**src/rtl/ipid_pkg.sv**
```systemverilog
// Shared types and constants of the incremental PID base-time block.
package ipid_pkg;

	// Field widths fixed by the interface
	localparam int GAIN_W      = 16;
	localparam int LEVEL_W     = 9;
	localparam int CFG_IDX_W   = 3;
	localparam int CFG_DATA_W  = 16;

	// Drive range and scaling
	localparam int DRIVE_MAX   = 10000;
	localparam int LEVEL_MAX   = 500;
	// Integer bits of the clamped drive (10000 < 2**14)
	localparam int DRIVE_INT_W = 14;
	// Drive integer divided by four, 0..2500
	localparam int QUARTER_W   = DRIVE_INT_W - 2;
	// Divide by five: (x * 13108) >> 16 is exact for x below 3276
	localparam int DIV5_RECIP  = 13108;
	localparam int DIV5_W      = 14;
	localparam int DIV5_SHIFT  = 16;

	// Register indexes of the configuration port
	typedef enum logic [CFG_IDX_W-1:0] {
		CFG_GAIN_NOW         = 3'd0,
		CFG_GAIN_LAST        = 3'd1,
		CFG_GAIN_BEFORE_LAST = 3'd2,
		CFG_BASE_LOW_LIMIT   = 3'd3,
		CFG_BASE_HIGH_LIMIT  = 3'd4
	} cfg_idx_t;

	// Configuration register set
	typedef struct packed {
		logic signed [GAIN_W-1:0] gain_now;
		logic signed [GAIN_W-1:0] gain_last;
		logic signed [GAIN_W-1:0] gain_before_last;
		logic [LEVEL_W-1:0]       base_low_limit;
		logic [LEVEL_W-1:0]       base_high_limit;
	} cfg_t;

	// Reset values of the configuration registers
	localparam logic signed [GAIN_W-1:0] GAIN_NOW_RST         = 16'sd819;
	localparam logic signed [GAIN_W-1:0] GAIN_LAST_RST        = 16'sd82;
	localparam logic signed [GAIN_W-1:0] GAIN_BEFORE_LAST_RST = 16'sd41;
	localparam logic [LEVEL_W-1:0]       BASE_LOW_LIMIT_RST   = 9'd20;
	localparam logic [LEVEL_W-1:0]       BASE_HIGH_LIMIT_RST  = 9'd500;

endpackage

```
**src/rtl/ipid_cfg_regs.sv**
```systemverilog
// Configuration register file of the incremental PID base-time block.
module ipid_cfg_regs (
	input  logic                              clk,
	input  logic                              arst_n,
	input  logic                              cfg_write,
	input  logic [ipid_pkg::CFG_IDX_W-1:0]    cfg_index,
	input  logic [ipid_pkg::CFG_DATA_W-1:0]   cfg_data,
	output ipid_pkg::cfg_t                    cfg
);

	ipid_pkg::cfg_t cfg_q;

	// Register writes; indexes beyond the list are dropped
	always_ff @(posedge clk or negedge arst_n) begin
		if (!arst_n) begin
			cfg_q.gain_now         <= ipid_pkg::GAIN_NOW_RST;
			cfg_q.gain_last        <= ipid_pkg::GAIN_LAST_RST;
			cfg_q.gain_before_last <= ipid_pkg::GAIN_BEFORE_LAST_RST;
			cfg_q.base_low_limit   <= ipid_pkg::BASE_LOW_LIMIT_RST;
			cfg_q.base_high_limit  <= ipid_pkg::BASE_HIGH_LIMIT_RST;
		end else if (cfg_write) begin
			unique case (ipid_pkg::cfg_idx_t'(cfg_index))
				ipid_pkg::CFG_GAIN_NOW: begin
					cfg_q.gain_now <= $signed(cfg_data[ipid_pkg::GAIN_W-1:0]);
				end
				ipid_pkg::CFG_GAIN_LAST: begin
					cfg_q.gain_last <= $signed(cfg_data[ipid_pkg::GAIN_W-1:0]);
				end
				ipid_pkg::CFG_GAIN_BEFORE_LAST: begin
					cfg_q.gain_before_last <= $signed(cfg_data[ipid_pkg::GAIN_W-1:0]);
				end
				ipid_pkg::CFG_BASE_LOW_LIMIT: begin
					cfg_q.base_low_limit <= cfg_data[ipid_pkg::LEVEL_W-1:0];
				end
				ipid_pkg::CFG_BASE_HIGH_LIMIT: begin
					cfg_q.base_high_limit <= cfg_data[ipid_pkg::LEVEL_W-1:0];
				end
				default: begin
				end
			endcase
		end
	end

	assign cfg = cfg_q;

endmodule

```
**src/rtl/ipid_drive.sv**
```systemverilog
// Error history, gain products and clamped drive accumulator (stages 1 to 3).
module ipid_drive #(
	parameter int SAMPLE_BITS    = 12,
	parameter int GAIN_FRAC_BITS = 12,
	localparam int AW            = ipid_pkg::DRIVE_INT_W + GAIN_FRAC_BITS
) (
	input  logic                   clk,
	input  logic                   arst_n,
	input  ipid_pkg::cfg_t         cfg,
	input  logic                   in_valid,
	output logic                   in_ready,
	input  logic [SAMPLE_BITS-1:0] target_level,
	input  logic [SAMPLE_BITS-1:0] measured_level,
	output logic                   drive_valid,
	input  logic                   drive_ready,
	output logic [AW-1:0]          drive_value
);

	localparam int EW = SAMPLE_BITS + 1;
	localparam int PW = ipid_pkg::GAIN_W + EW;
	localparam int SW = ((PW > AW + 1) ? PW : AW + 1) + 2;
	localparam logic signed [SW-1:0] TOP_S =
		SW'(longint'(ipid_pkg::DRIVE_MAX) <<< GAIN_FRAC_BITS);
	localparam logic [AW-1:0] TOP_U = AW'(longint'(ipid_pkg::DRIVE_MAX) <<< GAIN_FRAC_BITS);

	logic signed [EW-1:0] err;
	logic signed [EW-1:0] err_s1, e1_s1, e2_s1;
	logic signed [EW-1:0] error_last_q, error_before_last_q;
	logic signed [PW-1:0] prod0, prod1, prod2;
	logic signed [PW-1:0] p0_s2, p1_s2, p2_s2;
	logic signed [SW-1:0] sum;
	logic [AW-1:0]        clamped;
	logic [AW-1:0]        drive_accum_s3;
	logic                 v1_q, v2_q, v3_q;
	logic                 rdy1, rdy2, rdy3;

	// Stage readiness: a stage loads when empty or when its successor loads
	assign rdy3     = !v3_q || drive_ready;
	assign rdy2     = !v2_q || rdy3;
	assign rdy1     = !v1_q || rdy2;
	assign in_ready = rdy1;

	// Error is measured minus setpoint
	assign err = $signed({1'b0, measured_level}) - $signed({1'b0, target_level});

	// Stage 1: current error and the two earlier ones
	always_ff @(posedge clk or negedge arst_n) begin
		if (!arst_n) begin
			v1_q                <= 1'b0;
			error_last_q        <= '0;
			error_before_last_q <= '0;
		end else if (rdy1) begin
			v1_q <= in_valid;
			if (in_valid) begin
				error_last_q        <= err;
				error_before_last_q <= error_last_q;
			end
		end
	end

	always_ff @(posedge clk) begin
		if (rdy1 && in_valid) begin
			err_s1 <= err;
			e1_s1  <= error_last_q;
			e2_s1  <= error_before_last_q;
		end
	end

	// Stage 2: three gain products, each registered
	assign prod0 = PW'(cfg.gain_now) * PW'(err_s1);
	assign prod1 = PW'(cfg.gain_last) * PW'(e1_s1);
	assign prod2 = PW'(cfg.gain_before_last) * PW'(e2_s1);

	always_ff @(posedge clk or negedge arst_n) begin
		if (!arst_n) begin
			v2_q <= 1'b0;
		end else if (rdy2) begin
			v2_q <= v1_q;
		end
	end

	always_ff @(posedge clk) begin
		if (rdy2 && v1_q) begin
			p0_s2 <= prod0;
			p1_s2 <= prod1;
			p2_s2 <= prod2;
		end
	end

	// Stage 3: accumulate and clamp to 0..DRIVE_MAX
	assign sum = $signed(SW'({1'b0, drive_accum_s3})) + SW'(p0_s2) + SW'(p1_s2) + SW'(p2_s2);

	always_comb begin
		priority if (sum <= 0) begin
			clamped = '0;
		end else if (sum > TOP_S) begin
			clamped = TOP_U;
		end else begin
			clamped = sum[AW-1:0];
		end
	end

	always_ff @(posedge clk or negedge arst_n) begin
		if (!arst_n) begin
			v3_q           <= 1'b0;
			drive_accum_s3 <= '0;
		end else if (rdy3) begin
			v3_q <= v2_q;
			if (v2_q) begin
				drive_accum_s3 <= clamped;
			end
		end
	end

	assign drive_valid = v3_q;
	assign drive_value = drive_accum_s3;

	// Accumulator never leaves the clamp range
	a_accum_range: assert property (@(posedge clk) disable iff (!arst_n)
		drive_accum_s3 <= TOP_U)
		else $error("drive accumulator above upper clamp");

endmodule

```
**src/rtl/ipid_base.sv**
```systemverilog
// Drive scaling by twenty, window check and base-time output register (stage 4).
module ipid_base #(
	parameter int GAIN_FRAC_BITS = 12,
	localparam int AW            = ipid_pkg::DRIVE_INT_W + GAIN_FRAC_BITS
) (
	input  logic                         clk,
	input  logic                         arst_n,
	input  ipid_pkg::cfg_t               cfg,
	input  logic                         drive_valid,
	output logic                         drive_ready,
	input  logic [AW-1:0]                drive_value,
	output logic                         out_valid,
	input  logic                         out_ready,
	output logic [ipid_pkg::LEVEL_W-1:0] drive_level,
	output logic [ipid_pkg::LEVEL_W-1:0] base_time,
	output logic                         base_changed
);

	localparam int QW = ipid_pkg::QUARTER_W;
	localparam int MW = QW + ipid_pkg::DIV5_W;
	localparam logic [ipid_pkg::DIV5_W-1:0] RECIP = ipid_pkg::DIV5_W'(ipid_pkg::DIV5_RECIP);

	logic [QW-1:0]                quarter;
	logic [MW-1:0]                scaled;
	logic [ipid_pkg::LEVEL_W-1:0] level;
	logic                         in_window;
	logic                         v4_q;
	logic [ipid_pkg::LEVEL_W-1:0] level_s4;
	logic                         changed_s4;
	logic [ipid_pkg::LEVEL_W-1:0] base_hold_q;

	assign drive_ready = !v4_q || out_ready;

	// floor(drive / (20 << frac)) = floor((drive >> (frac + 2)) / 5)
	assign quarter   = drive_value[AW-1:GAIN_FRAC_BITS+2];
	assign scaled    = MW'(quarter) * MW'(RECIP);
	assign level     = scaled[ipid_pkg::DIV5_SHIFT +: ipid_pkg::LEVEL_W];
	assign in_window = (level >= cfg.base_low_limit) && (level <= cfg.base_high_limit);

	// Output register and held base time
	always_ff @(posedge clk or negedge arst_n) begin
		if (!arst_n) begin
			v4_q        <= 1'b0;
			base_hold_q <= '0;
		end else if (drive_ready) begin
			v4_q <= drive_valid;
			if (drive_valid && in_window) begin
				base_hold_q <= level;
			end
		end
	end

	always_ff @(posedge clk) begin
		if (drive_ready && drive_valid) begin
			level_s4   <= level;
			changed_s4 <= in_window;
		end
	end

	assign out_valid    = v4_q;
	assign drive_level  = level_s4;
	assign base_time    = base_hold_q;
	assign base_changed = changed_s4;

endmodule

```
**src/rtl/incremental_pid_base_time_unit.sv**
```systemverilog
// The error history, the gain products, the drive accumulator and the output register
// form a four-stage pipeline that takes one transaction per cycle while out_ready is high;
// a low out_ready holds the full stages back.
// The accumulator loop closes within stage 3.
// Reset clears the error history, drive accumulator and base time, and loads
// the default gains and window limits.
module incremental_pid_base_time_unit #(
	parameter int SAMPLE_BITS    = 12,
	parameter int GAIN_FRAC_BITS = 12
) (
	input  logic                            clk,
	input  logic                            arst_n,
	input  logic                            cfg_write,
	input  logic [ipid_pkg::CFG_IDX_W-1:0]  cfg_index,
	input  logic [ipid_pkg::CFG_DATA_W-1:0] cfg_data,
	input  logic                            in_valid,
	output logic                            in_ready,
	input  logic [SAMPLE_BITS-1:0]          target_level,
	input  logic [SAMPLE_BITS-1:0]          measured_level,
	output logic                            out_valid,
	input  logic                            out_ready,
	output logic [ipid_pkg::LEVEL_W-1:0]    drive_level,
	output logic [ipid_pkg::LEVEL_W-1:0]    base_time,
	output logic                            base_changed
);

	localparam int AW = ipid_pkg::DRIVE_INT_W + GAIN_FRAC_BITS;

	ipid_pkg::cfg_t cfg;
	logic           drive_valid;
	logic           drive_ready;
	logic [AW-1:0]  drive_value;

	// Configuration registers
	ipid_cfg_regs u_cfg (
		.clk       (clk),
		.arst_n    (arst_n),
		.cfg_write (cfg_write),
		.cfg_index (cfg_index),
		.cfg_data  (cfg_data),
		.cfg       (cfg)
	);

	// Error history, products and accumulator
	ipid_drive #(
		.SAMPLE_BITS    (SAMPLE_BITS),
		.GAIN_FRAC_BITS (GAIN_FRAC_BITS)
	) u_drive (
		.clk            (clk),
		.arst_n         (arst_n),
		.cfg            (cfg),
		.in_valid       (in_valid),
		.in_ready       (in_ready),
		.target_level   (target_level),
		.measured_level (measured_level),
		.drive_valid    (drive_valid),
		.drive_ready    (drive_ready),
		.drive_value    (drive_value)
	);

	// Scaling, window and output
	ipid_base #(
		.GAIN_FRAC_BITS (GAIN_FRAC_BITS)
	) u_base (
		.clk          (clk),
		.arst_n       (arst_n),
		.cfg          (cfg),
		.drive_valid  (drive_valid),
		.drive_ready  (drive_ready),
		.drive_value  (drive_value),
		.out_valid    (out_valid),
		.out_ready    (out_ready),
		.drive_level  (drive_level),
		.base_time    (base_time),
		.base_changed (base_changed)
	);

	// Scaled drive stays within its range
	a_level_range: assert property (@(posedge clk) disable iff (!arst_n)
		out_valid |-> (drive_level <= ipid_pkg::LEVEL_W'(ipid_pkg::LEVEL_MAX)))
		else $error("drive level above maximum");

	// A taken level becomes the base time
	a_taken_level: assert property (@(posedge clk) disable iff (!arst_n)
		(out_valid && base_changed) |-> (base_time == drive_level))
		else $error("base time differs from taken drive level");

	// An untaken level lies outside the window
	a_untaken_level: assert property (@(posedge clk) disable iff (!arst_n)
		(out_valid && !base_changed) |->
		((drive_level < cfg.base_low_limit) || (drive_level > cfg.base_high_limit)))
		else $error("level inside window was not taken");

endmodule
```
**config.mk**
```make
export PLATFORM = sky130hd
export DESIGN_NAME = incremental_pid_base_time_unit
export DESIGN_NICKNAME = d
export VERILOG_FILES = /design/src/rtl/ipid_pkg.sv /design/src/rtl/ipid_cfg_regs.sv /design/src/rtl/ipid_drive.sv /design/src/rtl/ipid_base.sv /design/src/rtl/incremental_pid_base_time_unit.sv
export SDC_FILE = /design/constraint.sdc
export NUM_CORES = 2
export LEC_CHECK = 0
export ABC_AREA = 1
export BUFFER_PORTS_ARGS = -buffer_cell sky130_fd_sc_hd__buf_2
export CORE_ASPECT_RATIO = 2
export CORE_MARGIN = 2
export CORE_UTILIZATION = 40
export DETAILED_ROUTE_END_ITERATION = 10
export PLACE_DENSITY_LB_ADDON = 0.3
export SLEW_MARGIN = 20
export SYNTH_ARGS = -nofsm -noshare
export SYNTH_HDL_FRONTEND = slang
export SYNTH_SLANG_ARGS = --single-unit
```
**constraint.sdc**
```tcl
create_clock -name clk -period 6.9 [get_ports clk]
set_clock_uncertainty 0.1 [all_clocks]
set_input_delay 0.345 -clock clk [delete_from_list [all_inputs] [get_ports clk]]
set_output_delay 0.345 -clock clk [all_outputs]
set_load 0.01 [all_outputs]
```
==> flow_summary.yaml <==
floorplanning:
  coreArea_um2: 97300
  ios: 69
  die_area_um2: 101000
  fp.dieH_um: 447
  dieWidth_um: 225
  core.rowCount: 162
  starting_utilization_of_the_core_area_pct: 40.3
clock_tree:
  cts_inserted_buffers: 28
  setup_fix_buffers_added_after_clock_tree_synthesis: 0
  htreeDepth: 1
  path_clk_slew_ns: 0.07
  cts_root_buffer: "sky130_fd_sc_hd__clkbuf_16"
  numClockSinks: 267
  cts-root-to-sink-buffers: 3
  clock_tree_from_tritoncts: "built"
  worst_skew_pair.late_latency_ns: 0.60
detailed_routing:
  detail_route.drc_violations: 0
  residual_antenna_violating_net_count_after_detailed_routing: 0
  vias: 28900
  detail_route.first_pass.iterations: 5
  drt_iter0_markers: 1480
  avgViaCountPerCell: 4.99
  routed_wire_length_per_instance_um: 19.1
  routed_wl_mm: 111
synthesis:
  synth_nets: 5613
  number_of_flops_mapped_to_enable_cells_by_yosys: 136
  synth_area_leaders: "sky130_fd_sc_hd__fa_1 35%, sky130_fd_sc_hd__ha_1 12%, sky130_fd_sc_hd__nand2_1 11%"
  synth_async_sr_flop_share_pct: 49.1
  yosys.cell_types.count: 44
  synthDominantCellAreaShare_pct: 34.6
  share_of_the_yosys_chip_area_belonging_to_registers_pct: 18.8
  synth_area_leader_cell: "sky130_fd_sc_hd__fa_1"
  dominantRegCellSynth: "sky130_fd_sc_hd__edfxtp_1"
  syn_avg_cell_area_um2: 8.67
  count_of_mapped_cells_out_of_synthesis: 4521
  synth.ff_latch_count: 267
  ys_warn_count: 0
  syn_area_um2: 39200
critical_path:
  required_time_reported_for_the_critical_path_endpoint_ns: 7.08
  timing.critical_path.slowest_stage_cell: "sky130_fd_sc_hd__edfxtp_1"
  critical_path_cell_by_cell: "nand2_1 -> inv_1 -> fa_1 -> fa_1 -> inv_1 -> fa_1 -> fa_1 -> inv_1 -> fa_1 -> ha_1 -> ha_1 -> nand2_1 -> nor4_1 -> nand4_1 -> nand3_1 -> xor2_1"
  crit_path_arrival_time_ns: 6.84
  worst_path_largest_cell_delay_ns: 0.78
  critical-path-top-cell-by-count: "sky130_fd_sc_hd__fa_1"
  critPathCaptureType: "flop"
  critPathMaxFanout: 16
  crit_path_start_kind: "flop"
  setup.worst_path.class: "flop to flop"
place:
  port-buffer-count: 68
  detailed_place_hpwl_mm: 93.4
  gp_congestion: 0.974
  place_area_um2: 41000
cells_and_area:
  cell_area_after_layout_um2: 41900
  nNetsFinal: 5625
  nFillCells: 9691
  synthToLayoutAreaGrowth_pct: 6.96
  n_antenna_cell: 0
  layout-drive-gt1-share_pct: 5.93
outcome:
  outcome: "complete, no violations"
global_routing:
  grt_pass1_vias: 31800
  grt_pass1_wl_mm: 174
  grt_antenna_before_repair: 0
  grt_overflow_total: 0
  largest_net_degree_at_the_start_of_global_routing: 68
  track_usage_pct: 22.9
  grt_busiest_layer: "met2"
  grt_util_met2_pct: 44.1
  met1_usage_pct: 22.3
  met3_usage_pct: 1.53
run:
  maxCapViolations: 0
sta:
  finalSetupTns_ns: 0
  finalWorstPathRequiredPeriod_ns: 6.65
  worst_slew_pin_slew_ns: 0.967
  final_max_slew_viol_count: 0
  rsz0062_at_grt: "false"
  report.final.setup_viol: 0
  worst_slew_margin_rel_pct: 35.5
  post-route-period-util_pct: 96.4
  final_count_of_hold_timing_violations: 0
  max_clock_freq_mhz: 150
min_path:
  hold_path_class: "primary input to flop"
## metrics by stage
step | utilization, % | setup slack, ns | hold slack, ns | instances
after global routing | 43.1 | 0.0578 | 0.119 | 5785
after detailed placement | 42.1 | 0.298 | 0.313 | 5730
final | 43.1 | 0.247 | 0.0809 | 5785
after CTS | 43.1 | 0.271 | 0.0746 | 5785
after global placement | 42.1 | 0.353 | 0.307 | 5730
after floorplan | - | 1.12 | -0.0506 | 4521
## area by class of cell
| type | instances | area, um^2 | area share (%) |
|---|---|---|---|
| clock buffer | 37 | 791 | 1.89 |
| clock inverter | 15 | 140 | 0.334 |
| sequential | 267 | 7390 | 17.6 |
| tap | 1230 | 1540 | 3.67 |
| inverter | 1156 | 4340 | 10.3 |
| timing repair buffer | 127 | 797 | 1.90 |
| multi-input combinational | 2953 | 26900 | 64.2 |
## placed cells by master, fill, tap and decap left out, drive strengths merged, types with 9 or more instances in the layout
cell type,instances
dfstp,20
fa,678
o211ai,9
xor2,76
inv,1160
ha,366
nand4,22
edfxtp,136
clkbuf,37
o21ai,147
nor2,122
nand2,1171
o21bai,9
dfrtp,111
buf,124
xnor2,49
a21oi,114
nand3,87
or2,38
a31oi,13
nand3b,11
## layer usage
layer	part of all wire [%]	routed length (um)
met1	33	36600
met2	55	60500
met3	2.9	3210
met4	9.4	10400
met5	0	0
## worst max-delay path: cells and delay by family (launching register included)
| kind | cells | cell delay [ns] |
|---|---|---|
| adders and majority gates | 7 | 3.25 |
| and+or+nand+nor | 5 | 1.18 |
| DFF | 1 | 0.78 |
| xor gates and xnor gates | 1 | 0.60 |
| buffers and inverters | 3 | 0.42 |
## logic make-up (layout without fill, tap and decap cells)
logic type	after synthesis	count (layout)	synth area share, %
xor+xnor	125	125	2.79
flops	267	267	18.8
buf+inv	1301	1335	12.5
compound gates	314	314	4.33
fa+ha+maj	1044	1044	46.3
simple gates	1470	1470	15.2
## state kept, by name, summed over array words and instances (netlist names), 26 cells and up
signal,cells
u_drive.p2_s2,29
u_drive.drive_value,26
u_drive.p0_s2,29
u_cfg.cfg,66
u_drive.p1_s2,29
## repair_timing
action                                  4_1_cts  5_1_grt
endpoints found under the setup margin        0        9
endpoints found under the hold margin        55        0
gates resized for setup                       0        6
hold buffers                                  3        0
## worst paths after layout
path | slack, ns | startpoint | endpoint | cells past startpoint
hold / removal | 0.08 | target_level[0] | u_drive.error_last_q[0]$_DFFE_PN0P_ | 3
hold reg to reg | 0.35 | u_drive.error_last_q[12]$_DFFE_PN0P_ | u_drive.e1_s1[12]$_DFFE_PP_ | 0
setup reg to reg | 0.25 | u_drive.e1_s1[1]$_DFFE_PP_ | u_drive.p1_s2[23]$_DFFE_PP_ | 16
setup / recovery | 0.25 | u_drive.e1_s1[1]$_DFFE_PP_ | u_drive.p1_s2[23]$_DFFE_PP_ | 16
min in group asynchronous | 0.24 | arst_n | u_base.base_time[8]$_DFFE_PN0P_ | 2
max in group asynchronous | 4.95 | arst_n | u_drive.error_before_last_q[11]$_DFFE_PN0P_ | 3
## Yosys cell counts, drive strengths merged, types with 7 or more instances
cell type and instances:
o21bai 9, nand3b 11, nand4 22, ha 366, dfstp 20, o21ai 147, edfxtp 136, nand2 1171
a21oi 114, o211ai 9, fa 678, nand3 87, dfrtp 111, nor3 7, xor2 76, xnor2 49
nor2 122, or2 38, clkbuf 140, a31oi 13, inv 1155
Power is left out: the tool's default activity adds up to more than one toggle a clock period on the data nets, which glitch-free logic cannot reach.
